## config.mk

```make
export PLATFORM = sky130hd
export DESIGN_NAME = fullwidth_indent_lexer
export DESIGN_NICKNAME = d
export VERILOG_FILES = /design/src/hdl/fwil_pkg.sv /design/src/hdl/fwil_ctrl.sv /design/src/hdl/fwil_dp.sv /design/src/hdl/fullwidth_indent_lexer.sv
export SDC_FILE = /design/constraint.sdc
export NUM_CORES = 2
export LEC_CHECK = 0
export ABC_AREA = 1
export ABC_CLOCK_PERIOD_IN_PS = 21300
export BUFFER_PORTS_ARGS = -buffer_cell sky130_fd_sc_hd__buf_2
export CAP_MARGIN = 20
export CORE_ASPECT_RATIO = 0.5
export CORE_MARGIN = 2
export CORE_UTILIZATION = 30
export CTS_BUF_LIST = sky130_fd_sc_hd__clkbuf_8
export DETAILED_ROUTE_END_ITERATION = 12
export PLACE_DENSITY = 0.44
export SLEW_MARGIN = 20
export SYNTH_ARGS = -nofsm -noshare
export SYNTH_HDL_FRONTEND = slang
export SYNTH_HIERARCHICAL = 1
export SYNTH_SLANG_ARGS = --single-unit
```

## constraint.sdc

```tcl
create_clock -name clk -period 21.3 [get_ports clk]
set_input_delay 1.065 -clock clk [delete_from_list [all_inputs] [get_ports clk]]
set_output_delay 1.065 -clock clk [all_outputs]
set_load 0.005 [all_outputs]
```

## src/hdl/fwil_pkg.sv

```systemverilog
// ----------------------------------------------------------------------------
// fwil_pkg: shared types and constants for the full-width indent lexer
// Word types, lexer modes, controller states, datapath command and status, token kinds,
// code points and character classes.
`default_nettype none
package fwil_pkg;

  typedef struct packed {
    logic        kind;
    logic [20:0] code_point;
  } in_word_t;

  typedef struct packed {
    logic [5:0]  token_kind;
    logic [31:0] line;
    logic [31:0] content_start;
    logic [15:0] content_length;
    logic [62:0] number_value;
    logic        number_overflow;
    logic        lexer_error;
    logic        last;
  } out_word_t;

  typedef enum logic [2:0] {
    M_IDLE, M_CMP, M_NUM, M_SYM, M_STR, M_CMT, M_SPC, M_NLW
  } lex_mode_t;

  typedef enum logic [1:0] {
    S_IDLE, S_EMIT_A, S_EMIT_B
  } ctrl_state_t;

  typedef struct packed {
    logic load;
    logic emit_a;
    logic emit_b;
  } dp_cmd_t;

  typedef struct packed {
    logic new_a;
    logic new_b;
    logic a_last;
    logic b_pend;
  } dp_status_t;

  localparam logic [5:0] K_LPAREN = 6'd0;
  localparam logic [5:0] K_RPAREN = 6'd1;
  localparam logic [5:0] K_LBRACE = 6'd2;
  localparam logic [5:0] K_RBRACE = 6'd3;
  localparam logic [5:0] K_COMMA  = 6'd4;
  localparam logic [5:0] K_ASSIGN = 6'd5;
  localparam logic [5:0] K_DOT    = 6'd6;
  localparam logic [5:0] K_MINUS  = 6'd7;
  localparam logic [5:0] K_STAR   = 6'd8;
  localparam logic [5:0] K_COLON  = 6'd9;
  localparam logic [5:0] K_PLUS   = 6'd10;
  localparam logic [5:0] K_SLASH  = 6'd11;
  localparam logic [5:0] K_GT     = 6'd12;
  localparam logic [5:0] K_LT     = 6'd13;
  localparam logic [5:0] K_NAMI   = 6'd14;
  localparam logic [5:0] K_EQ     = 6'd15;
  localparam logic [5:0] K_GEQ    = 6'd16;
  localparam logic [5:0] K_LEQ    = 6'd17;
  localparam logic [5:0] K_NEQ    = 6'd18;
  localparam logic [5:0] K_NEWL   = 6'd19;
  localparam logic [5:0] K_INDENT = 6'd20;
  localparam logic [5:0] K_DEDENT = 6'd21;
  localparam logic [5:0] K_NUMBER = 6'd22;
  localparam logic [5:0] K_STRING = 6'd23;
  localparam logic [5:0] K_SYMBOL = 6'd24;
  localparam logic [5:0] K_FUNC   = 6'd25;
  localparam logic [5:0] K_RETURN = 6'd26;
  localparam logic [5:0] K_IF     = 6'd27;
  localparam logic [5:0] K_ELIF   = 6'd28;
  localparam logic [5:0] K_ELSE   = 6'd29;
  localparam logic [5:0] K_IMPORT = 6'd30;
  localparam logic [5:0] K_ASSERT = 6'd31;
  localparam logic [5:0] K_EXTERN = 6'd32;
  localparam logic [5:0] K_END    = 6'd33;

  localparam logic [20:0] C_NUL   = 21'h000000;
  localparam logic [20:0] C_NL    = 21'h00000A;
  localparam logic [20:0] C_SPACE = 21'h003000;
  localparam logic [20:0] C_COMMA = 21'h003001;
  localparam logic [20:0] C_LSQ   = 21'h00300C;
  localparam logic [20:0] C_RSQ   = 21'h00300D;
  localparam logic [20:0] C_LBR   = 21'h003010;
  localparam logic [20:0] C_RBR   = 21'h003011;
  localparam logic [20:0] C_NAMI  = 21'h00301C;
  localparam logic [20:0] C_DOT   = 21'h0030FB;
  localparam logic [20:0] C_NOT   = 21'h00FF01;
  localparam logic [20:0] C_SHARP = 21'h00FF03;
  localparam logic [20:0] C_LPAR  = 21'h00FF08;
  localparam logic [20:0] C_RPAR  = 21'h00FF09;
  localparam logic [20:0] C_STAR  = 21'h00FF0A;
  localparam logic [20:0] C_PLUS  = 21'h00FF0B;
  localparam logic [20:0] C_MINUS = 21'h00FF0D;
  localparam logic [20:0] C_SLASH = 21'h00FF0F;
  localparam logic [20:0] C_D0    = 21'h00FF10;
  localparam logic [20:0] C_D9    = 21'h00FF19;
  localparam logic [20:0] C_COLON = 21'h00FF1A;
  localparam logic [20:0] C_LT    = 21'h00FF1C;
  localparam logic [20:0] C_EQ    = 21'h00FF1D;
  localparam logic [20:0] C_GT    = 21'h00FF1E;

  localparam logic [62:0] NUM_LIMIT = {63{1'b1}};
  localparam logic [15:0] LEN_MAX   = 16'hFFFF;

  function automatic logic is_cmp(input logic [20:0] c);
    return (c == C_EQ) || (c == C_GT) || (c == C_LT) || (c == C_NOT);
  endfunction

  function automatic logic is_digit(input logic [20:0] c);
    return (c >= C_D0) && (c <= C_D9);
  endfunction

  function automatic logic is_punct(input logic [20:0] c);
    logic r;
    case (c) inside
      C_LPAR, C_RPAR, C_LBR, C_RBR, C_COMMA, C_EQ, C_DOT, C_MINUS, C_STAR,
      C_COLON, C_PLUS, C_SLASH, C_GT, C_LT, C_NAMI: r = 1'b1;
      default: r = 1'b0;
    endcase
    return r;
  endfunction

  function automatic logic is_symbolic(input logic [20:0] c);
    logic r;
    case (c) inside
      C_LPAR, C_RPAR, C_COMMA, C_SPACE, C_NL, C_EQ, C_DOT, C_STAR, C_COLON,
      C_SHARP, C_MINUS, C_PLUS, C_NUL, C_SLASH, C_GT, C_NOT, C_LT, C_LBR,
      C_RBR, C_NAMI: r = 1'b1;
      default: r = 1'b0;
    endcase
    return r;
  endfunction

  function automatic logic [5:0] punct_kind(input logic [20:0] c);
    logic [5:0] k;
    unique case (c)
      C_LPAR:  k = K_LPAREN;
      C_RPAR:  k = K_RPAREN;
      C_LBR:   k = K_LBRACE;
      C_RBR:   k = K_RBRACE;
      C_COMMA: k = K_COMMA;
      C_EQ:    k = K_ASSIGN;
      C_DOT:   k = K_DOT;
      C_MINUS: k = K_MINUS;
      C_STAR:  k = K_STAR;
      C_COLON: k = K_COLON;
      C_PLUS:  k = K_PLUS;
      C_SLASH: k = K_SLASH;
      C_GT:    k = K_GT;
      C_LT:    k = K_LT;
      C_NAMI:  k = K_NAMI;
      default: k = K_SYMBOL;
    endcase
    return k;
  endfunction

  function automatic logic [5:0] kw_kind(input logic [15:0] len, input logic [20:0] b0,
                                         input logic [20:0] b1, input logic [20:0] b2,
                                         input logic [20:0] b3);
    logic [5:0] k;
    k = K_SYMBOL;
    if (len == 16'd2) begin
      if (b0 == 21'h0095A2 && b1 == 21'h006570) k = K_FUNC;
      else if (b0 == 21'h008FD4 && b1 == 21'h003059) k = K_RETURN;
      else if (b0 == 21'h003082 && b1 == 21'h003057) k = K_IF;
      else if (b0 == 21'h005C0E && b1 == 21'h005165) k = K_IMPORT;
      else if (b0 == 21'h0078BA && b1 == 21'h008A8D) k = K_ASSERT;
      else if (b0 == 21'h005916 && b1 == 21'h005074) k = K_EXTERN;
    end else if (len == 16'd3) begin
      if (b0 == 21'h00305D && b1 == 21'h00306E && b2 == 21'h004ED6) k = K_ELSE;
    end else if (len == 16'd4) begin
      if (b0 == 21'h004ED6 && b1 == 21'h003067 && b2 == 21'h003082 && b3 == 21'h003057)
        k = K_ELIF;
    end
    return k;
  endfunction

endpackage
`default_nettype wire

```

## src/hdl/fwil_ctrl.sv

```systemverilog
// ----------------------------------------------------------------------------
// fwil_ctrl: lexer sequencer
// Accepts words, then steps the datapath through its pending token run and
// its trailing token, and owns the result valid flag.
// ----------------------------------------------------------------------------
`default_nettype none
module fwil_ctrl
  import fwil_pkg::*;
(
  input  wire logic       clk,
  input  wire logic       rst_n,
  input  wire logic       in_valid,
  output logic            in_stall,
  output logic            out_valid,
  input  wire logic       out_stall,
  input  wire dp_status_t status,
  output dp_cmd_t         cmd
);

  ctrl_state_t state_r, state_nxt;
  logic        out_valid_r, out_valid_nxt;
  logic        out_free;

  always_ff @(posedge clk) begin
    if (!rst_n) begin
      state_r     <= S_IDLE;
      out_valid_r <= 1'b0;
    end else begin
      state_r     <= state_nxt;
      out_valid_r <= out_valid_nxt;
    end
  end

  always_comb begin
    out_free  = !out_valid_r || !out_stall;
    state_nxt = state_r;
    cmd       = '0;
    in_stall  = 1'b1;
    unique case (state_r)
      S_IDLE: begin
        in_stall = 1'b0;
        if (in_valid) begin
          cmd.load = 1'b1;
          if (status.new_a) state_nxt = S_EMIT_A;
          else if (status.new_b) state_nxt = S_EMIT_B;
        end
      end
      S_EMIT_A: begin
        if (out_free) begin
          cmd.emit_a = 1'b1;
          if (status.a_last) state_nxt = status.b_pend ? S_EMIT_B : S_IDLE;
        end
      end
      S_EMIT_B: begin
        if (out_free) begin
          cmd.emit_b = 1'b1;
          state_nxt  = S_IDLE;
        end
      end
      default: state_nxt = S_IDLE;
    endcase
    if (cmd.emit_a || cmd.emit_b) out_valid_nxt = 1'b1;
    else if (out_free) out_valid_nxt = 1'b0;
    else out_valid_nxt = out_valid_r;
  end

  assign out_valid = out_valid_r;

endmodule
`default_nettype wire

```

## src/hdl/fwil_dp.sv

```systemverilog
// ----------------------------------------------------------------------------
// fwil_dp: lexer datapath
// Holds lexer state, decodes each accepted word into a token run and a
// trailing token, and drives the result register.
// ----------------------------------------------------------------------------
`default_nettype none
module fwil_dp
  import fwil_pkg::*;
#(
  parameter int MAX_INDENT = 16
) (
  input  wire logic     clk,
  input  wire logic     rst_n,
  input  wire in_word_t in_word,
  input  wire dp_cmd_t  cmd,
  output dp_status_t    status,
  output out_word_t     out_word
);

  localparam int CW = $clog2(MAX_INDENT + 1);
  localparam logic [CW-1:0] IND_MAX = CW'(MAX_INDENT);

  lex_mode_t     mode_r, mode_nxt;
  logic [20:0]   held_r, held_nxt;
  logic [CW-1:0] ind_r, ind_nxt;
  logic [CW-1:0] spc_r, spc_nxt;
  logic [31:0]   line_r, line_nxt;
  logic [31:0]   pos_r, pos_nxt;
  logic [31:0]   tstart_r, tstart_nxt;
  logic [15:0]   tlen_r, tlen_nxt;
  logic [62:0]   acc_r, acc_nxt;
  logic          ovf_r, ovf_nxt;
  logic          err_r, err_nxt;
  logic [20:0]   kw_r [4];
  logic [3:0]    kw_we;
  logic [20:0]   kw_d [4];

  logic [CW-1:0] a_cnt_r, a_cnt;
  logic [5:0]    a_kind_r, a_kind;
  logic [31:0]   a_line_r, a_line;
  logic [31:0]   a_start_r, a_start;
  logic [15:0]   a_len_r, a_len;
  logic [62:0]   a_val_r, a_val;
  logic          a_ovf_r, a_ovf;
  logic          b_vld_r, b_vld;
  logic [5:0]    b_kind_r, b_kind;
  logic [31:0]   b_line_r;
  logic [31:0]   b_start_r, b_start;
  logic [15:0]   b_len_r, b_len;
  logic          efirst_r, efirst;
  out_word_t     out_r;

  logic [20:0]   c;
  logic [66:0]   num_sum;
  logic          set_err, do_start, any_tok, err_eff;
  logic [15:0]   tlen_inc;

  always_comb begin
    c        = in_word.code_point;
    tlen_inc = (tlen_r != LEN_MAX) ? tlen_r + 16'd1 : tlen_r;
    num_sum  = {1'b0, acc_r, 3'b000} + {3'b000, acc_r, 1'b0} + {63'd0, 4'(c - C_D0)};

    mode_nxt   = mode_r;
    held_nxt   = held_r;
    ind_nxt    = ind_r;
    spc_nxt    = spc_r;
    line_nxt   = line_r;
    pos_nxt    = pos_r;
    tstart_nxt = tstart_r;
    tlen_nxt   = tlen_r;
    acc_nxt    = acc_r;
    ovf_nxt    = ovf_r;
    kw_we      = '0;
    for (int i = 0; i < 4; i++) kw_d[i] = c;

    a_cnt   = '0;
    a_kind  = K_SYMBOL;
    a_line  = line_r;
    a_start = tstart_r;
    a_len   = tlen_r;
    a_val   = '0;
    a_ovf   = 1'b0;
    b_vld   = 1'b0;
    b_kind  = K_END;
    b_start = '0;
    b_len   = '0;
    set_err = 1'b0;
    do_start = 1'b0;

    if (in_word.kind) begin
      unique case (mode_r)
        M_CMP: begin
          a_cnt  = CW'(1);
          a_len  = 16'd1;
          a_kind = (held_r == C_NOT) ? K_SYMBOL : punct_kind(held_r);
        end
        M_NUM: begin
          a_cnt  = CW'(1);
          a_kind = K_NUMBER;
          a_val  = acc_r;
          a_ovf  = ovf_r;
        end
        M_SYM: begin
          a_cnt  = CW'(1);
          a_kind = kw_kind(tlen_r, kw_r[0], kw_r[1], kw_r[2], kw_r[3]);
        end
        M_SPC: begin
          a_kind  = (spc_r > ind_r) ? K_INDENT : K_DEDENT;
          a_cnt   = (spc_r > ind_r) ? spc_r - ind_r : ind_r - spc_r;
          a_start = '0;
          a_len   = '0;
          ind_nxt = spc_r;
        end
        M_NLW: begin
          a_kind  = K_DEDENT;
          a_cnt   = ind_r;
          a_start = '0;
          a_len   = '0;
          ind_nxt = '0;
        end
        default: ;
      endcase
      b_vld    = 1'b1;
      mode_nxt = M_IDLE;
    end else begin
      pos_nxt = pos_r + 32'd1;
      unique case (mode_r)
        M_IDLE: do_start = 1'b1;
        M_CMP: begin
          if (is_cmp(c)) begin
            if (c == C_EQ) begin
              a_cnt  = CW'(1);
              a_len  = 16'd2;
              unique case (held_r)
                C_EQ:    a_kind = K_EQ;
                C_GT:    a_kind = K_GEQ;
                C_LT:    a_kind = K_LEQ;
                default: a_kind = K_NEQ;
              endcase
              mode_nxt = M_IDLE;
            end else begin
              set_err = 1'b1;
              if (held_r == C_NOT) begin
                mode_nxt = M_SYM;
                tlen_nxt = 16'd1;
                kw_we[0] = 1'b1;
                kw_d[0]  = C_NOT;
              end else begin
                a_cnt    = CW'(1);
                a_len    = 16'd1;
                a_kind   = punct_kind(held_r);
                mode_nxt = M_IDLE;
              end
            end
          end else if (held_r == C_NOT) begin
            if (!is_symbolic(c)) begin
              mode_nxt = M_SYM;
              tlen_nxt = 16'd2;
              kw_we[0] = 1'b1;
              kw_d[0]  = C_NOT;
              kw_we[1] = 1'b1;
            end else begin
              a_cnt    = CW'(1);
              a_len    = 16'd1;
              a_kind   = K_SYMBOL;
              do_start = 1'b1;
            end
          end else begin
            a_cnt    = CW'(1);
            a_len    = 16'd1;
            a_kind   = punct_kind(held_r);
            do_start = 1'b1;
          end
        end
        M_NUM: begin
          if (is_digit(c)) begin
            tlen_nxt = tlen_inc;
            if (!ovf_r) begin
              if (num_sum[66:63] != 4'd0) begin
                acc_nxt = NUM_LIMIT;
                ovf_nxt = 1'b1;
              end else begin
                acc_nxt = num_sum[62:0];
              end
            end
          end else begin
            a_cnt    = CW'(1);
            a_kind   = K_NUMBER;
            a_val    = acc_r;
            a_ovf    = ovf_r;
            do_start = 1'b1;
          end
        end
        M_SYM: begin
          if (!is_symbolic(c)) begin
            if (tlen_r < 16'd4) kw_we[tlen_r[1:0]] = 1'b1;
            tlen_nxt = tlen_inc;
          end else begin
            a_cnt    = CW'(1);
            a_kind   = kw_kind(tlen_r, kw_r[0], kw_r[1], kw_r[2], kw_r[3]);
            do_start = 1'b1;
          end
        end
        M_STR: begin
          if (c == C_RSQ) begin
            a_cnt    = CW'(1);
            a_kind   = K_STRING;
            mode_nxt = M_IDLE;
          end else begin
            tlen_nxt = tlen_inc;
            if (c == C_NL) line_nxt = line_r + 32'd1;
          end
        end
        M_CMT: begin
          if (c == C_NL) begin
            line_nxt = line_r + 32'd1;
            a_cnt    = CW'(1);
            a_kind   = K_NEWL;
            a_start  = '0;
            a_len    = '0;
            a_line   = line_r + 32'd1;
            mode_nxt = M_IDLE;
          end
        end
        M_SPC: begin
          if (c == C_SPACE) begin
            if (spc_r < IND_MAX) spc_nxt = spc_r + CW'(1);
          end else begin
            a_kind   = (spc_r > ind_r) ? K_INDENT : K_DEDENT;
            a_cnt    = (spc_r > ind_r) ? spc_r - ind_r : ind_r - spc_r;
            a_start  = '0;
            a_len    = '0;
            ind_nxt  = spc_r;
            do_start = 1'b1;
          end
        end
        M_NLW: begin
          if (c != C_SPACE && c != C_NL) begin
            a_kind  = K_DEDENT;
            a_cnt   = ind_r;
            a_start = '0;
            a_len   = '0;
            ind_nxt = '0;
          end
          do_start = 1'b1;
        end
        default: do_start = 1'b1;
      endcase

      if (do_start) begin
        mode_nxt = M_IDLE;
        if (is_cmp(c)) begin
          mode_nxt   = M_CMP;
          held_nxt   = c;
          tstart_nxt = pos_r;
        end else if (is_punct(c)) begin
          b_vld   = 1'b1;
          b_kind  = punct_kind(c);
          b_start = pos_r;
          b_len   = 16'd1;
        end else if (c == C_SHARP) begin
          mode_nxt = M_CMT;
        end else if (c == C_NL) begin
          line_nxt = line_r + 32'd1;
          b_vld    = 1'b1;
          b_kind   = K_NEWL;
          mode_nxt = (ind_nxt != '0) ? M_NLW : M_IDLE;
        end else if (c == C_SPACE) begin
          mode_nxt = M_SPC;
          spc_nxt  = CW'(1);
        end else if (is_digit(c)) begin
          mode_nxt   = M_NUM;
          tstart_nxt = pos_r;
          tlen_nxt   = 16'd1;
          acc_nxt    = {59'd0, 4'(c - C_D0)};
          ovf_nxt    = 1'b0;
        end else if (c == C_LSQ) begin
          mode_nxt   = M_STR;
          tstart_nxt = pos_r + 32'd1;
          tlen_nxt   = '0;
        end else begin
          mode_nxt   = M_SYM;
          tstart_nxt = pos_r;
          tlen_nxt   = 16'd1;
          kw_we[0]   = 1'b1;
        end
      end
    end

    err_eff = err_r | set_err;
    any_tok = (a_cnt != '0) || b_vld;
    if (in_word.kind) begin
      efirst  = (a_cnt != '0) && err_eff;
      err_nxt = 1'b0;
    end else begin
      efirst  = err_eff && any_tok;
      err_nxt = err_eff && !any_tok;
    end
  end

  always_ff @(posedge clk) begin
    if (!rst_n) begin
      mode_r   <= M_IDLE;
      held_r   <= '0;
      ind_r    <= '0;
      spc_r    <= '0;
      line_r   <= 32'd1;
      pos_r    <= '0;
      tstart_r <= '0;
      tlen_r   <= '0;
      acc_r    <= '0;
      ovf_r    <= 1'b0;
      err_r    <= 1'b0;
      a_cnt_r  <= '0;
      b_vld_r  <= 1'b0;
      efirst_r <= 1'b0;
    end else if (cmd.load) begin
      mode_r   <= mode_nxt;
      held_r   <= held_nxt;
      ind_r    <= ind_nxt;
      spc_r    <= spc_nxt;
      line_r   <= line_nxt;
      pos_r    <= pos_nxt;
      tstart_r <= tstart_nxt;
      tlen_r   <= tlen_nxt;
      acc_r    <= acc_nxt;
      ovf_r    <= ovf_nxt;
      err_r    <= err_nxt;
      a_cnt_r  <= a_cnt;
      b_vld_r  <= b_vld;
      efirst_r <= efirst;
    end else if (cmd.emit_a) begin
      a_cnt_r  <= a_cnt_r - CW'(1);
      efirst_r <= 1'b0;
    end else if (cmd.emit_b) begin
      b_vld_r  <= 1'b0;
      efirst_r <= 1'b0;
    end
  end

  always_ff @(posedge clk) begin
    if (cmd.load) begin
      for (int i = 0; i < 4; i++) begin
        if (kw_we[i]) kw_r[i] <= kw_d[i];
      end
      a_kind_r  <= a_kind;
      a_line_r  <= a_line;
      a_start_r <= a_start;
      a_len_r   <= a_len;
      a_val_r   <= a_val;
      a_ovf_r   <= a_ovf;
      b_kind_r  <= b_kind;
      b_line_r  <= line_nxt;
      b_start_r <= b_start;
      b_len_r   <= b_len;
    end
    if (cmd.emit_a) begin
      out_r.token_kind      <= a_kind_r;
      out_r.line            <= a_line_r;
      out_r.content_start   <= a_start_r;
      out_r.content_length  <= a_len_r;
      out_r.number_value    <= a_val_r;
      out_r.number_overflow <= a_ovf_r;
      out_r.lexer_error     <= efirst_r;
      out_r.last            <= (a_cnt_r == CW'(1)) && !b_vld_r;
    end else if (cmd.emit_b) begin
      out_r.token_kind      <= b_kind_r;
      out_r.line            <= b_line_r;
      out_r.content_start   <= b_start_r;
      out_r.content_length  <= b_len_r;
      out_r.number_value    <= '0;
      out_r.number_overflow <= 1'b0;
      out_r.lexer_error     <= efirst_r;
      out_r.last            <= 1'b1;
    end
  end

  assign status.new_a  = (a_cnt != '0);
  assign status.new_b  = b_vld;
  assign status.a_last = (a_cnt_r == CW'(1));
  assign status.b_pend = b_vld_r;
  assign out_word      = out_r;

endmodule
`default_nettype wire

```

## src/hdl/fullwidth_indent_lexer.sv

```systemverilog
// ----------------------------------------------------------------------------
// fullwidth_indent_lexer: streaming lexer for full-width source text
// Each accepted word's tokens pass from the token registers into the single result
// register, one token a cycle while the receiver does not stall. A word yields up to
// MAX_INDENT + 1 tokens, and a new word is accepted only after the last token of
// the previous word has entered the result register.
// Reset: synchronous active low; line count returns to one, all else idle.
// ----------------------------------------------------------------------------
`default_nettype none
module fullwidth_indent_lexer
  import fwil_pkg::*;
#(
  parameter int MAX_INDENT = 16
) (
  input  wire logic      clk,
  input  wire logic      rst_n,
  input  wire logic      in_valid,
  output logic           in_stall,
  input  wire in_word_t  in_word,
  output logic           out_valid,
  input  wire logic      out_stall,
  output out_word_t      out_word
);

  dp_cmd_t    cmd;
  dp_status_t status;

  fwil_ctrl u_ctrl (
    .clk       (clk),
    .rst_n     (rst_n),
    .in_valid  (in_valid),
    .in_stall  (in_stall),
    .out_valid (out_valid),
    .out_stall (out_stall),
    .status    (status),
    .cmd       (cmd)
  );

  fwil_dp #(
    .MAX_INDENT (MAX_INDENT)
  ) u_dp (
    .clk      (clk),
    .rst_n    (rst_n),
    .in_word  (in_word),
    .cmd      (cmd),
    .status   (status),
    .out_word (out_word)
  );

endmodule
`default_nettype wire

```

==> run summary <==
• 3 — count of H-tree levels built during CTS
• 0.06 ns — clock transition at the registers of the reported paths
• 16.94 ns — flop2flop setup slack
• complete, no violations — result of the run
• 457 — count of flip-flops with a built-in enable after synthesis
• 11.9% — P&R area growth vs syn
• sky130_fd_sc_hd__clkbuf_8 — clk root buf
• register to register — worst min-delay path class
• 0.209 — ratio of final minimum period to clock period
• 5,508 — syn_nets
• 0.132 mm^2 — standard cell core area
• input port — Worst setup SP type
• 179 — number of I/O port buffers
• 0 — Post-synth ARST share
• 0.86 ns — source-to-sink clock delay at the later pin of the worst-skew pair
• 22 — worst r2r path cells
• 21.93 ns — worst path required time
• 6 — number of detailed-routing iterations run before antenna repair
• false — setup repair after global routing missed its margin
• 16.86 ns — final worst slack
• 0.304 — initial core utilization
• 0.0499 mV — worst supply voltage drop on vdd
• 91.3 mW/mm^2 — Cell Pwr Density
• 678 — count of clock tree sinks
• 263 um — die boundary height
• 0.0575 ns — final clock skew
• 0.340 — utilization of the core after routing
• 2 — number of antenna violations at the first check in global routing
• 180 — Top Ports
• u_dp/acc_r[9]$_SDFFE_PN0P_ — RR Endpoint
• 4.85 — vias per cell
• 1.13 ns — measured slew at the worst slew-check pin
• 678 — register bit total from synthesis
• 35.2k — via count of the first global-routing pass
• 65 — count of different cell masters after synthesis
• 2 — count of cells along the worst hold path
• 0 — Hold Violations, Final
• 131 mm — overall routed net length
• 0.0401 mm^2 — Netlist Area Pre-Place
• 0 — leftover overflow at the end of global routing
• 0 — DRC errors left
• 0 — Maximum Capacitance Violations
• input port to register — startpoint-to-endpoint class of the critical path
• 2,300 — Starting DRT DRC Count
• 20.3 nW — static leakage power
• 0.225 GHz — maximum achievable frequency
• 3 — clk buf depth
• 5,335 — number of cells produced by synthesis
• u_dp/held_r[16]$_SDFFE_PN0P_ — Min-Delay Startpoint
• 0.0820 — share of final-layout standard cells stronger than drive strength 1
• 92.0 mm — HPWL after DPL
• 6 — Yosys warnings
• 0 ns — Final TNS setup
• 0.137 mm^2 — Die Footprint
• 5.07 ns — data arrival at the endpoint of the critical path
• 206 mm — global-route wire length before repair
• 0 — Hold Buf Count CTS
• 521 um — width of the die
• 0.248 — relative slew slack
• 46 — Max Fanout on Critical Path
• 4.44 ns — Min Clock Period, post-route
• 35.5k — overall via count from detail_route
• 87 — largest net degree at the start of global routing
• 16.03 ns — dpl ws
• 94 — Placement Rows
• 0.894 — GP Congestion
• sky130_fd_sc_hd__edfxtp_1 — most common flop cell mapped by yosys
• 7.52 um^2 — per-instance average area after synthesis
• 0 — quantity of gates resized following cts
• 5,627 — number of nets in the layout
• 0 — Antenna Violating Nets Remaining
• 0.452 — post-synthesis sequential area ratio
• 17.9 um — WL/cell
• u_dp/held_r[16]$_SDFFE_PN0P_ — worst hold endpoint
• 0.189 — overall track demand over capacity in global routing
• 0 — Final Slew Violations
• built — TritonCTS clock tree
• 0 — count of endpoints failing setup in the final report
• register — Setup crit end kind
• 108 — clock buffer count from CTS
• 0 — setup bufs post-CTS
per-stage QoR:
stage          cells  hold WS (ns)  cell area [um^2]  power [W]
2_1_floorplan   5335         0.409             40100    0.00260
3_3_place_gp    7118         0.432             42700    0.00297
3_5_place_dp    7119         0.431             42700    0.00298
4_1_cts         7322         0.403             44900    0.00417
5_1_grt         7324         0.437             44900    0.00438
6_report        7324         0.438             44900    0.00410
synthesized netlist by cell type (21+ instances only):
master                     instances  share of area
sky130_fd_sc_hd__nand2_1        1395           0.13
sky130_fd_sc_hd__nor2_1          509          0.048
sky130_fd_sc_hd__xor2_1           60          0.013
sky130_fd_sc_hd__nor3_1           87          0.011
sky130_fd_sc_hd__nand3_1         361          0.045
sky130_fd_sc_hd__clkbuf_1        160          0.015
sky130_fd_sc_hd__inv_1           793          0.074
sky130_fd_sc_hd__a21oi_1         403          0.050
sky130_fd_sc_hd__nor4_1           42         0.0066
sky130_fd_sc_hd__dfxtp_1         221           0.11
sky130_fd_sc_hd__o21ai_1          21         0.0026
sky130_fd_sc_hd__o21ai_0         326          0.041
sky130_fd_sc_hd__nand4_1          70          0.011
sky130_fd_sc_hd__edfxtp_1        457           0.34
sky130_fd_sc_hd__buf_2            26         0.0032
sky130_fd_sc_hd__ha_1            143          0.045
sky130_fd_sc_hd__xnor2_1          38         0.0083
sky130_fd_sc_hd__o211ai_1         23         0.0043
sequential cells by signal (all words and copies together) (netlist names), 6 cells and up, named ones only:
signal,count
u_dp/a_kind_r,6
u_dp/held_r,21
u_dp/tlen_r,16
u_dp/kw_r,84
u_dp/a_len_r,16
u_dp/acc_r,59
u_dp/out_word,152
u_dp/b_line_r,32
u_dp/b_kind_r,6
u_dp/line_r,32
u_dp/a_line_r,32
u_dp/b_start_r,32
u_dp/pos_r,32
u_dp/tstart_r,32
u_dp/a_start_r,32
u_dp/a_val_r,63
kinds of logic after synthesis:
kind of cell	Yosys count	synth area share
compound gates	851	0.113
buf+inv	1023	0.0984
fa+ha+maj	147	0.0466
simple gates	2534	0.267
flops	678	0.452
xor+xnor	98	0.0214
mux	4	0.000998
metal layers:
metal	GRT usage	up-vias	part of all wire
met5	0	-	0
met4	0.0405	0	0.017
met3	0.0262	168	0.043
met2	0.304	721	0.45
met1	0.268	17000	0.49
li1	-	17700	-
cell usage in the layout, fill, tap and decap left out, drive strengths merged, types with 3 or more instances in the layout:
cell and instances:
clkinvlp 4, xor2 60, xnor2 38, o21bai 13
o211ai 23, bufinv 4, a22o 7, nand2 1412
a31oi 14, nor4 43, or2 9, a41oi 3
o21a 7, nor2 528, fa 4, mux2i 4
inv 854, edfxtp 457, nor3 93, dfxtp 221
clkinv 34, nand3b 5, o22ai 10, buf 220
nand4 71, ha 143, clkbuf 119, nand3 367
a21o 4, o21ai 347, a21oi 405
worst max-delay path, stage by stage:
cell	delay [ns]
sky130_fd_sc_hd__buf_2	0.34
sky130_fd_sc_hd__fa_1	0.51
sky130_fd_sc_hd__ha_1	0.30
sky130_fd_sc_hd__nand3_1	0.06
sky130_fd_sc_hd__nand2_1	0.15
sky130_fd_sc_hd__nand2_1	0.07
sky130_fd_sc_hd__nand2_1	0.12
sky130_fd_sc_hd__nand2_1	0.08
sky130_fd_sc_hd__nand2_1	0.17
sky130_fd_sc_hd__nand2_1	0.07
sky130_fd_sc_hd__nand2_1	0.26
sky130_fd_sc_hd__nand2_1	0.12
sky130_fd_sc_hd__nand2_1	0.08
sky130_fd_sc_hd__nand2_1	0.04
sky130_fd_sc_hd__nand2_1	0.06
sky130_fd_sc_hd__nand2_1	0.08
sky130_fd_sc_hd__nor2_4	0.37
sky130_fd_sc_hd__buf_4	0.64
sky130_fd_sc_hd__nand3_1	0.15
sky130_fd_sc_hd__nand2_1	0.09
sky130_fd_sc_hd__nand2_1	0.05
sky130_fd_sc_hd__nand2_1	0.07
sky130_fd_sc_hd__a21oi_1	0.09
cell type report:
| cell class | count | area (um^2) |
|---|---|---|
| Multi-Input combinational cell | 3634 | 18100 |
| Antenna cell | 1 | 2.50 |
| Timing Repair Buffer | 220 | 1240 |
| Inverter | 812 | 3060 |
| Clock buffer | 119 | 1640 |
| Tap cell | 1776 | 2220 |
| Fill cell | 14200 | 87200 |
| Sequential cell | 678 | 18100 |
| Clock inverter | 84 | 518 |
where the power goes:
| part | internal, W | total, W | switching [W] |
|---|---|---|---|
| registers | 0.00173 | 0.00186 | 0.000124 |
| clock network | 0.000570 | 0.00116 | 0.000586 |
| logic | 0.000329 | 0.00108 | 0.000755 |
| total | 0.00263 | 0.00410 | 0.00147 |
worst max path at each step:
stage               start                           to  slack (ns)  cells after the start
2_1_floorplan    in_valid    u_dp/kw_r[2][0]$_DFFE_PP_       11.05                     11
3_3_place_gp   in_word[1]   u_dp/spc_r[4]$_SDFFE_PN0P_       16.15                     18
3_5_place_dp   in_word[3]  u_dp/acc_r[56]$_SDFFE_PN0P_       16.03                     20
4_1_cts        in_word[3]  u_dp/acc_r[56]$_SDFFE_PN0P_       16.95                     20
5_1_grt        in_word[3]   u_dp/acc_r[9]$_SDFFE_PN0P_       16.49                     22
6_report       in_word[3]   u_dp/acc_r[9]$_SDFFE_PN0P_       16.86                     23
(Power assumes the default switching activity.)
